[src/rtl/ldpl_pkg.sv]
// Package for the LED dim pattern level block: segment types and codes.
package ldpl_pkg;

    localparam int NSEG = 12;

    // Segment kinds
    localparam logic [1:0] SEG_CONST = 2'd0;
    localparam logic [1:0] SEG_UP    = 2'd1;
    localparam logic [1:0] SEG_DOWN  = 2'd2;

    // Pattern codes
    localparam logic [3:0] PAT_COMET     = 4'd0;
    localparam logic [3:0] PAT_RCOMET    = 4'd1;
    localparam logic [3:0] PAT_TWOSIDED  = 4'd2;
    localparam logic [3:0] PAT_BARBELL   = 4'd3;
    localparam logic [3:0] PAT_STOW_HI   = 4'd4;
    localparam logic [3:0] PAT_STOW_LO   = 4'd5;
    localparam logic [3:0] PAT_SLIDE_HI  = 4'd6;
    localparam logic [3:0] PAT_SLIDE_LO  = 4'd7;
    localparam logic [3:0] PAT_BOWTIE    = 4'd8;
    localparam logic [3:0] PAT_RBOWTIE   = 4'd9;
    localparam logic [3:0] PAT_TOWERS    = 4'd10;
    localparam logic [3:0] PAT_SNAKE     = 4'd11;
    localparam logic [3:0] PAT_SNAKE3    = 4'd12;
    localparam logic [3:0] PAT_COMETS3   = 4'd13;
    localparam logic [3:0] PAT_RCOMETS3  = 4'd14;
    localparam logic [3:0] PAT_BRIGHT    = 4'd15;

    // Register indexes
    localparam logic [1:0] REG_PATTERN = 2'd0;
    localparam logic [1:0] REG_TRANS   = 2'd1;
    localparam logic [1:0] REG_BRIGHT  = 2'd2;
    localparam logic [1:0] REG_PERIOD  = 2'd3;

    typedef struct packed {
        logic [1:0] kind;
        logic [7:0] value;
        logic [9:0] len;
        logic [9:0] dv;   // fade divisor
    } t_seg;

    function automatic t_seg mk_seg(logic [1:0] kind, logic [7:0] value, logic [9:0] len);
        t_seg s;
        s.kind  = kind;
        s.value = value;
        s.len   = len;
        s.dv    = len + 10'd1;
        return s;
    endfunction

endpackage

[src/rtl/led_dim_pattern_level.sv]
// Top level of the LED dim pattern level block: config registers and level pipeline.
//
//  channel  | direction | handshake           | payload
//  s_axis   | in        | tvalid/tready       | tdata[7:0] position
//  m_axis   | out       | tvalid/tready       | tdata[7:0] level, tuser[0] bad_setting
//  apb      | in        | psel/penable/pready | four registers at 0x0, 0x4, 0x8, 0xC
//
// One position per cycle unless stalled; stages: check, segment ends, segment
// pick and product, then four stages of a two-bit-per-stage restoring divider.
// The whole pipeline advances when the output register is empty or taken, so a
// stall holds every stage in place. Reset is synchronous and clears valid bits
// and the registers to pattern all-bright, period 255.
module led_dim_pattern_level (
    input  logic       i_clk,
    input  logic       i_rst_n,
    input  logic       s_axis_tvalid,
    output logic       s_axis_tready,
    input  logic [7:0] s_axis_tdata,   // [7:0] position
    output logic       m_axis_tvalid,
    input  logic       m_axis_tready,
    output logic [7:0] m_axis_tdata,   // [7:0] level
    output logic       m_axis_tuser,   // [0] bad_setting
    input  logic       psel,
    input  logic       penable,
    input  logic       pwrite,
    input  logic [3:0] paddr,
    input  logic [31:0] pwdata,
    output logic [31:0] prdata,
    output logic       pready
);
    import ldpl_pkg::*;

    logic [3:0] r_pat;
    logic [6:0] r_trans;
    logic [7:0] r_bright;
    logic [7:0] r_period;
    logic [1:0] w_ridx;

    assign pready = 1'b1;
    assign w_ridx = paddr[3:2];

    // Register writes
    always_ff @(posedge i_clk) begin
        if (!i_rst_n) begin
            r_pat    <= PAT_BRIGHT;
            r_trans  <= 7'd0;
            r_bright <= 8'd0;
            r_period <= 8'd255;
        end else if (psel && penable && pwrite) begin
            unique case (w_ridx)
                REG_PATTERN: r_pat    <= pwdata[3:0];
                REG_TRANS:   r_trans  <= pwdata[6:0];
                REG_BRIGHT:  r_bright <= pwdata[7:0];
                REG_PERIOD:  r_period <= pwdata[7:0];
                default: ;
            endcase
        end
    end

    // Register reads
    always_comb begin
        unique case (w_ridx)
            REG_PATTERN: prdata = {28'd0, r_pat};
            REG_TRANS:   prdata = {25'd0, r_trans};
            REG_BRIGHT:  prdata = {24'd0, r_bright};
            REG_PERIOD:  prdata = {24'd0, r_period};
            default:     prdata = 32'd0;
        endcase
    end

    logic w_adv;
    assign w_adv = !m_axis_tvalid || m_axis_tready;
    assign s_axis_tready = w_adv;

    // Stage 1: range check
    logic [9:0] w_total;
    logic       r1_vld, r1_err;
    logic [7:0] r1_pos;
    assign w_total = {2'd0, r_trans, 1'b0} + {2'd0, r_bright} + 10'd9;

    always_ff @(posedge i_clk) begin
        if (!i_rst_n) r1_vld <= 1'b0;
        else if (w_adv) r1_vld <= s_axis_tvalid;
    end
    always_ff @(posedge i_clk) begin
        if (w_adv) begin
            r1_pos <= s_axis_tdata;
            r1_err <= (w_total > {2'd0, r_period}) || (s_axis_tdata >= r_period);
        end
    end

    // Stage 2: build segment list and running ends
    t_seg       w_seg [NSEG];
    logic [9:0] w_end [NSEG];
    logic [9:0] w_ps  [5][NSEG];
    logic [9:0] w_t, w_b, w_h, w_o, w_in, w_o2, w_in2;
    logic [7:0] w_lowval;

    assign w_t   = {3'd0, r_trans};
    assign w_b   = {2'd0, r_bright};
    assign w_h   = (w_b + 10'd9) >> 1;
    assign w_o   = (w_t + 10'd3) >> 1;
    assign w_in  = w_t + 10'd3 - w_o;
    assign w_o2  = (w_t + 10'd2) >> 1;
    assign w_in2 = w_t + 10'd2 - w_o2;
    assign w_lowval = (r_pat == PAT_STOW_HI || r_pat == PAT_SLIDE_HI) ? 8'd255 : 8'd32;

    always_comb begin
        for (int i = 0; i < NSEG; i++) w_seg[i] = mk_seg(SEG_CONST, 8'd0, 10'd0);
        unique case (r_pat)
            PAT_COMET: begin
                w_seg[0] = mk_seg(SEG_UP, 8'd0, (w_t << 1) + 10'd9);
                w_seg[1] = mk_seg(SEG_CONST, 8'd255, w_b);
            end
            PAT_RCOMET: begin
                w_seg[0] = mk_seg(SEG_CONST, 8'd255, w_b);
                w_seg[1] = mk_seg(SEG_DOWN, 8'd0, (w_t << 1) + 10'd9);
            end
            PAT_TWOSIDED: begin
                w_seg[0] = mk_seg(SEG_UP, 8'd0, w_t + 10'd4);
                w_seg[1] = mk_seg(SEG_CONST, 8'd255, w_b + 10'd1);
                w_seg[2] = mk_seg(SEG_DOWN, 8'd0, w_t + 10'd4);
            end
            PAT_BARBELL: begin
                w_seg[0] = mk_seg(SEG_CONST, 8'd255, w_t);
                w_seg[1] = mk_seg(SEG_DOWN, 8'd0, w_h);
                // middle pixel when b+9 is odd: one fade step over h+1
                w_seg[2] = mk_seg(SEG_UP, 8'd0, {9'd0, ~w_b[0]});
                w_seg[2].dv = w_h + 10'd1;
                w_seg[3] = mk_seg(SEG_UP, 8'd0, w_h);
                w_seg[4] = mk_seg(SEG_CONST, 8'd255, w_t);
            end
            PAT_STOW_HI, PAT_STOW_LO: begin
                w_seg[0] = mk_seg(SEG_CONST, 8'd255, 10'd1);
                w_seg[1] = mk_seg(SEG_DOWN, 8'd0, w_t + 10'd2);
                w_seg[2] = mk_seg(SEG_CONST, 8'd0, 10'd1);
                w_seg[3] = mk_seg(SEG_CONST, w_lowval, w_b + 10'd1);
                w_seg[4] = mk_seg(SEG_CONST, 8'd0, 10'd1);
                w_seg[5] = mk_seg(SEG_UP, 8'd0, w_t + 10'd2);
                w_seg[6] = mk_seg(SEG_CONST, 8'd255, 10'd1);
            end
            PAT_SLIDE_HI, PAT_SLIDE_LO: begin
                w_seg[0] = mk_seg(SEG_UP, 8'd0, w_t + 10'd2);
                w_seg[1] = mk_seg(SEG_CONST, 8'd255, 10'd1);
                w_seg[2] = mk_seg(SEG_CONST, 8'd0, 10'd1);
                w_seg[3] = mk_seg(SEG_CONST, w_lowval, w_b + 10'd1);
                w_seg[4] = mk_seg(SEG_CONST, 8'd0, 10'd1);
                w_seg[5] = mk_seg(SEG_CONST, 8'd255, 10'd1);
                w_seg[6] = mk_seg(SEG_DOWN, 8'd0, w_t + 10'd2);
            end
            PAT_BOWTIE: begin
                w_seg[0] = mk_seg(SEG_CONST, 8'd255, 10'd1);
                w_seg[1] = mk_seg(SEG_DOWN, 8'd0, w_o);
                w_seg[2] = mk_seg(SEG_UP, 8'd0, w_in);
                w_seg[3] = mk_seg(SEG_CONST, 8'd255, w_b + 10'd1);
                w_seg[4] = mk_seg(SEG_DOWN, 8'd0, w_in);
                w_seg[5] = mk_seg(SEG_UP, 8'd0, w_o);
                w_seg[6] = mk_seg(SEG_CONST, 8'd255, 10'd1);
            end
            PAT_RBOWTIE: begin
                w_seg[0] = mk_seg(SEG_UP, 8'd0, w_o2);
                w_seg[1] = mk_seg(SEG_CONST, 8'd255, 10'd1);
                w_seg[2] = mk_seg(SEG_DOWN, 8'd0, w_in2);
                w_seg[3] = mk_seg(SEG_CONST, 8'd0, 10'd1);
                w_seg[4] = mk_seg(SEG_CONST, 8'd255, w_b + 10'd1);
                w_seg[5] = mk_seg(SEG_CONST, 8'd0, 10'd1);
                w_seg[6] = mk_seg(SEG_UP, 8'd0, w_in2);
                w_seg[7] = mk_seg(SEG_CONST, 8'd255, 10'd1);
                w_seg[8] = mk_seg(SEG_DOWN, 8'd0, w_o2);
            end
            PAT_TOWERS, PAT_SNAKE3: begin
                w_seg[0] = mk_seg(SEG_CONST, (r_pat == PAT_TOWERS) ? 8'd32 : 8'd255,
                                  w_t + 10'd2);
                w_seg[1] = mk_seg(SEG_CONST, 8'd0, 10'd1);
                w_seg[2] = mk_seg(SEG_CONST, 8'd255, w_b + 10'd3);
                w_seg[3] = mk_seg(SEG_CONST, 8'd0, 10'd1);
                w_seg[4] = mk_seg(SEG_CONST, (r_pat == PAT_TOWERS) ? 8'd32 : 8'd255,
                                  w_t + 10'd2);
            end
            PAT_SNAKE: begin
                w_seg[0] = mk_seg(SEG_CONST, 8'd255, w_total);
            end
            PAT_COMETS3: begin
                w_seg[0] = mk_seg(SEG_UP, 8'd0, w_t + 10'd1);
                w_seg[1] = mk_seg(SEG_CONST, 8'd255, 10'd1);
                w_seg[2] = mk_seg(SEG_CONST, 8'd0, 10'd1);
                w_seg[3] = mk_seg(SEG_UP, 8'd0, w_b + 10'd2);
                w_seg[4] = mk_seg(SEG_CONST, 8'd255, 10'd1);
                w_seg[5] = mk_seg(SEG_CONST, 8'd0, 10'd1);
                w_seg[6] = mk_seg(SEG_UP, 8'd0, w_t + 10'd1);
                w_seg[7] = mk_seg(SEG_CONST, 8'd255, 10'd1);
            end
            PAT_RCOMETS3: begin
                w_seg[0] = mk_seg(SEG_CONST, 8'd255, 10'd1);
                w_seg[1] = mk_seg(SEG_DOWN, 8'd0, w_t + 10'd1);
                w_seg[2] = mk_seg(SEG_CONST, 8'd0, 10'd1);
                w_seg[3] = mk_seg(SEG_CONST, 8'd255, 10'd1);
                w_seg[4] = mk_seg(SEG_DOWN, 8'd0, w_b + 10'd2);
                w_seg[5] = mk_seg(SEG_CONST, 8'd0, 10'd1);
                w_seg[6] = mk_seg(SEG_CONST, 8'd255, 10'd1);
                w_seg[7] = mk_seg(SEG_DOWN, 8'd0, w_t + 10'd1);
            end
            default: begin
                w_seg[0] = mk_seg(SEG_CONST, 8'd255, {2'd0, r_period});
            end
        endcase
    end

    // Running ends as a log-depth prefix sum over the segment lengths
    always_comb begin
        for (int i = 0; i < NSEG; i++) w_ps[0][i] = w_seg[i].len;
        for (int l = 0; l < 4; l++) begin
            for (int i = 0; i < NSEG; i++) begin
                if (i >= (1 << l))
                    w_ps[l+1][i] = w_ps[l][i] + w_ps[l][(i >= (1 << l)) ? i - (1 << l) : 0];
                else
                    w_ps[l+1][i] = w_ps[l][i];
            end
        end
        for (int i = 0; i < NSEG; i++) w_end[i] = w_ps[4][i];
    end

    logic       r2_vld, r2_err;
    logic [7:0] r2_pos;
    t_seg       r2_seg [NSEG];
    logic [9:0] r2_end [NSEG];

    always_ff @(posedge i_clk) begin
        if (!i_rst_n) r2_vld <= 1'b0;
        else if (w_adv) r2_vld <= r1_vld;
    end
    always_ff @(posedge i_clk) begin
        if (w_adv) begin
            r2_pos <= r1_pos;
            r2_err <= r1_err;
            for (int i = 0; i < NSEG; i++) begin
                r2_seg[i] <= w_seg[i];
                r2_end[i] <= w_end[i];
            end
        end
    end

    // Stage 3: pick the segment holding the position and form 255*k, or a constant segment's value
    t_seg       w_pick;
    logic [9:0] w_start, w_off, w_k, w_dv;
    logic [17:0] w_num;
    logic       w_hit;

    always_comb begin
        w_pick  = mk_seg(SEG_CONST, 8'd0, 10'd0);
        w_start = 10'd0;
        w_hit   = 1'b0;
        // scan down so the first matching segment wins
        for (int i = NSEG - 1; i >= 0; i--) begin
            if ({2'd0, r2_pos} < r2_end[i]) begin
                w_pick  = r2_seg[i];
                w_start = (i == 0) ? 10'd0 : r2_end[(i == 0) ? 0 : i - 1];
                w_hit   = 1'b1;
            end
        end
        w_off = {2'd0, r2_pos} - w_start;
        unique case (w_pick.kind)
            SEG_UP:   w_k = w_off + 10'd1;
            SEG_DOWN: w_k = w_pick.len - w_off;
            default:  w_k = 10'd0;
        endcase
        if (r2_err || !w_hit) begin
            w_num = 18'd0;
            w_dv  = 10'd1;
        end else if (w_pick.kind == SEG_CONST) begin
            w_num = {10'd0, w_pick.value};
            w_dv  = 10'd1;
        end else begin
            w_num = {w_k, 8'd0} - {8'd0, w_k};
            w_dv  = w_pick.dv;
        end
    end

    logic        r3_vld, r3_err;
    logic [17:0] r3_num;
    logic [9:0]  r3_dv;

    always_ff @(posedge i_clk) begin
        if (!i_rst_n) r3_vld <= 1'b0;
        else if (w_adv) r3_vld <= r2_vld;
    end
    always_ff @(posedge i_clk) begin
        if (w_adv) begin
            r3_err <= r2_err;
            r3_num <= w_num;
            r3_dv  <= w_dv;
        end
    end

    // Stages 4..7: restoring divide, two quotient bits per stage
    logic        r_dvld [4];
    logic        r_derr [4];
    logic [17:0] r_rem  [4];
    logic [9:0]  r_ddv  [4];
    logic [7:0]  r_q    [4];

    for (genvar g = 0; g < 4; g++) begin : g_div
        logic        w_ivld, w_ierr;
        logic [17:0] w_irem, w_r1, w_r2, w_d1, w_d2;
        logic [9:0]  w_idv;
        logic [7:0]  w_iq, w_q;

        if (g == 0) begin : g_first
            assign w_ivld = r3_vld;
            assign w_ierr = r3_err;
            assign w_irem = r3_num;
            assign w_idv  = r3_dv;
            assign w_iq   = 8'd0;
        end else begin : g_next
            assign w_ivld = r_dvld[g-1];
            assign w_ierr = r_derr[g-1];
            assign w_irem = r_rem[g-1];
            assign w_idv  = r_ddv[g-1];
            assign w_iq   = r_q[g-1];
        end

        assign w_d1 = {8'd0, w_idv} << (7 - 2 * g);
        assign w_d2 = {8'd0, w_idv} << (6 - 2 * g);

        always_comb begin
            w_q  = w_iq;
            w_r1 = w_irem;
            if (w_irem >= w_d1) begin
                w_r1 = w_irem - w_d1;
                w_q[7 - 2 * g] = 1'b1;
            end
            w_r2 = w_r1;
            if (w_r1 >= w_d2) begin
                w_r2 = w_r1 - w_d2;
                w_q[6 - 2 * g] = 1'b1;
            end
        end

        always_ff @(posedge i_clk) begin
            if (!i_rst_n) r_dvld[g] <= 1'b0;
            else if (w_adv) r_dvld[g] <= w_ivld;
        end
        always_ff @(posedge i_clk) begin
            if (w_adv) begin
                r_derr[g] <= w_ierr;
                r_rem[g]  <= w_r2;
                r_ddv[g]  <= w_idv;
                r_q[g]    <= w_q;
            end
        end
    end

    assign m_axis_tvalid = r_dvld[3];
    assign m_axis_tdata  = r_q[3];
    assign m_axis_tuser  = r_derr[3];

endmodule
[config.mk]
export PLATFORM = sky130hd
export DESIGN_NAME = led_dim_pattern_level
export DESIGN_NICKNAME = d
export VERILOG_FILES = /design/src/rtl/ldpl_pkg.sv /design/src/rtl/led_dim_pattern_level.sv
export SDC_FILE = /design/constraint.sdc
export NUM_CORES = 2
export LEC_CHECK = 0
export BUFFER_PORTS_ARGS = -buffer_cell sky130_fd_sc_hd__buf_2
export CORE_MARGIN = 2
export CORE_UTILIZATION = 40
export DETAILED_ROUTE_END_ITERATION = 8
export RECOVER_POWER = 25
export SLEW_MARGIN = 5
export SYNTH_ARGS = -nofsm -noshare
export SYNTH_HDL_FRONTEND = slang
export SYNTH_SLANG_ARGS = --single-unit
[constraint.sdc]
create_clock -name i_clk -period 31.3 [get_ports i_clk]
set_clock_uncertainty 0.1 [all_clocks]
set_input_delay 0 -clock i_clk [delete_from_list [all_inputs] [get_ports i_clk]]
set_output_delay 0 -clock i_clk [all_outputs]
set_load 0.01 [all_outputs]
==> impl_metrics.toml <==
[layout]
finalNetCount = 4984
layout_commonest_cell = "ha_1"
multi_input_area_um2 = 24300
layout_common_cells = "458 x ha_1, 456 x edfxtp_1, 420 x inv_1, 346 x a21oi_1, 304 x nand2_1"
fin_util_pct = 44.6
area.growth.synth_to_final_pct = 10.8
fill_cells = 9762
register_area_um2 = 14300
drive_gt1_share_pct = 6.15
stdcell_count = 5809

[logic_synthesis]
ys_types = 104
ys_warn_count = 0
async_flop_share_pct = 0
synth_enable_flop_cells = 456
avgSynthCellArea_um2 = 9.49
yosysSeqAreaShare_pct = 35.0
ys.flop_type = "edfxtp_1"
syn-instance-count = 4303
ys_ff_latch = 487
netlist_area_um2 = 40800

[route]
dr_total_vias = 34000
drc = 0
wire_per_inst_um = 25.0
viasPerCell = 5.85
wl_mm = 145
drtPass1Iterations = 7
first_iter_violations = 3673
ant_nets = 0

[run_status]
failed_checks = "max-capacitance violations, max-slew violations"
outcome = "finished with violations"

[timing]
finalSetupTns_ns = 0
finalSetupViolCount = 0
rsz0062_at_grt = "false"
relSlewSlack_pct = -538
slew_viol_final = 354
hold_violations = 0
worstMarginPinSlew_ns = 9.57
max_freq_mhz = 80.5
period_needed_ns = 12.42
period_share_pct = 39.7

[worst_hold_path]
hp-class = "in2reg"
whs_endpoint = "r_pat[0]$_SDFFE_PN1P_"
min_delay_path_depth = 4
worstHoldStart = "pwdata[0]"

[placement]
port_buffers = 43
dp.cells = 5651
place_congestion = 1.00
hpwl_mm = 110

[critical_path]
arrival_ns = 12.61
crit_chain = "nand2b_1, clkbuf_1, buf_4, buf_4"
slowest_stage = "clkbuf_1"
critPathMaxStageDelay_ns = 6.74
worst_ep_required_time_ns = 31.49
critPathLaunch = "r_dvld[3]$_DFFE_PP_"
cp_common_cell = "buf_4"
crit_fanout = 166
timing.rr.start = "r_dvld[3]$_DFFE_PP_"
reg2reg_to = "r_rem[0][12]$_DFFE_PN_"
path_buf_inv = 3
critical-path-top-delay-family = "buffers and inverters"
reg2reg_depth = 4
end_kind = "flip-flop"
criticalPathCategory = "reg2reg"
startpoint_type = "flip-flop"
r2r_slack_ns = 18.88

[die]
ioPinCount = 95
core_area_um2 = 101000
num_rows = 117
start_util_pct = 40.3
die_area_um2 = 105000
die_w_um = 324
die_h_um = 324

[grt]
grt_usage_pct = 27.5
grt_max_degree = 167
grt_pass1_vias = 32400
antenna_found_initial = 14
grt_pass1_wl_mm = 212
grt_overflow = 0

[clock_tree]
clk-insertion-delay-late_ns = 0.69
clkTransAtPathRegs_ns = 0.06
cts_made_buffers = 57
cts_resized = 0
cts_sinks = 487
htreeDepth = 2
cts_tree = "done"
cts_buffer_depth = 3
cts_root_buf = "clkbuf_16"

[power_and_ir_drop]
ir_worst_vdd_uv = 45.0
leakage_nw = 19.6
p_per_area_nw_per_um2 = 61.8

[run]
maxCapViolations = 6
where the power goes:
part | total, mW | switching [mW] | internal [mW]
Clock | 0.705 | 0.295 | 0.410
Sequential | 0.905 | 0.0577 | 0.847
Combinational | 1.18 | 0.690 | 0.494
Total | 2.79 | 1.04 | 1.75
state kept, by name, indices dropped and copies added, names as in the netlist, 10 cells and up:
register	count
r2_seg	178
r_q	20
g_div.w_idv	10
r_ddv	30
r2_end	120
r_rem	54
g_div.w_irem	18
synth_stat cells (27+ instances only):
cell type,number,area (um^2)
nand2_1,304,1140
ha_1,458,5730
o22ai_1,63,394
o21ai_0,202,1010
dfxtp_1,31,621
clkbuf_1,126,473
xor2_1,133,1160
fa_1,82,1640
mux2i_1,32,320
nor2_1,287,1080
nor2b_1,65,407
nand3_1,77,385
o21bai_1,77,578
a21oi_1,346,1730
nand4_1,40,250
a211oi_1,29,218
nor3_1,81,405
edfxtp_1,456,13700
a21o_1,81,608
and3_1,27,169
o211ai_1,62,465
inv_1,420,1580
xnor2_1,263,2300
nand2b_1,49,307
metal layers:
layer | part of all wire, % | wire length (um) | global-route usage [%]
met1 | 42 | 61500 | 37.0
met2 | 44 | 64000 | 43.1
met3 | 8.9 | 12900 | 5.61
met4 | 4.5 | 6560 | 10.8
met5 | 0.040 | 58 | 0
tightest hold or removal path: stages:
cell           delay [ns]
dlygate4sd3_1        0.51
buf_2                0.13
mux2i_1              0.08
nand2_1              0.06
worst max-delay path by stage:
stage	endpoint	cells past startpoint	slack, ns
finish	r_rem[0][12]$_DFFE_PN_	4	18.88
global placement	g_div[0].w_irem[17]$_SDFFCE_PP0N_	32	22.03
detailed placement	g_div[0].w_irem[17]$_SDFFCE_PP0N_	32	21.98
floorplan	r_dvld[0]$_DFFE_PP_	3	16.87
CTS	g_div[0].w_irem[17]$_SDFFCE_PP0N_	32	21.92
global route	r_ddv[2][8]$_DFFE_PN_	4	17.84
kinds of logic after synthesis:
logic type / synth area share [%]
other: 0.0184
AO/OA/AOI/OAI: 18.0
adder cells (fa/ha/maj): 18.1
XOR/XNOR: 8.61
flip-flops: 35.0
AND/OR/NAND/NOR: 12.5
buffers and inverters: 5.83
multiplexers: 1.91
per-stage QoR:
| stage | power [mW] | area [um^2] | setup WS, ns | hold WS (ns) |
|---|---|---|---|---|
| after global routing | 2.97 | 45200 | 17.84 | 0.0738 |
| after floorplan | 1.76 | 40900 | 16.87 | -0.00113 |
| after CTS | 2.80 | 45300 | 21.92 | 0.00831 |
| after global placement | 2.06 | 42900 | 22.03 | 0.0933 |
| after detailed placement | 2.08 | 42900 | 21.98 | 0.0988 |
| final | 2.79 | 45200 | 18.88 | 0.0359 |
area by class of cell:
cell class | instances | share of cell area (%)
multi-input cells | 3237 | 53.8
flip-flops and latches | 487 | 31.6
well taps | 1368 | 3.78
inverters | 427 | 3.54
clock buffers | 65 | 3.22
repair buffers | 183 | 2.93
clock inverters | 40 | 1.08
diodes | 2 | 0.0111
repair_timing:
item | 4_1_cts | 5_1_grt
setup buffers | 0 | 0
hold endpoints to repair | 46 | 0
hold buffers | 51 | 0
No activity file was read; power rests on OpenSTA's default activity.
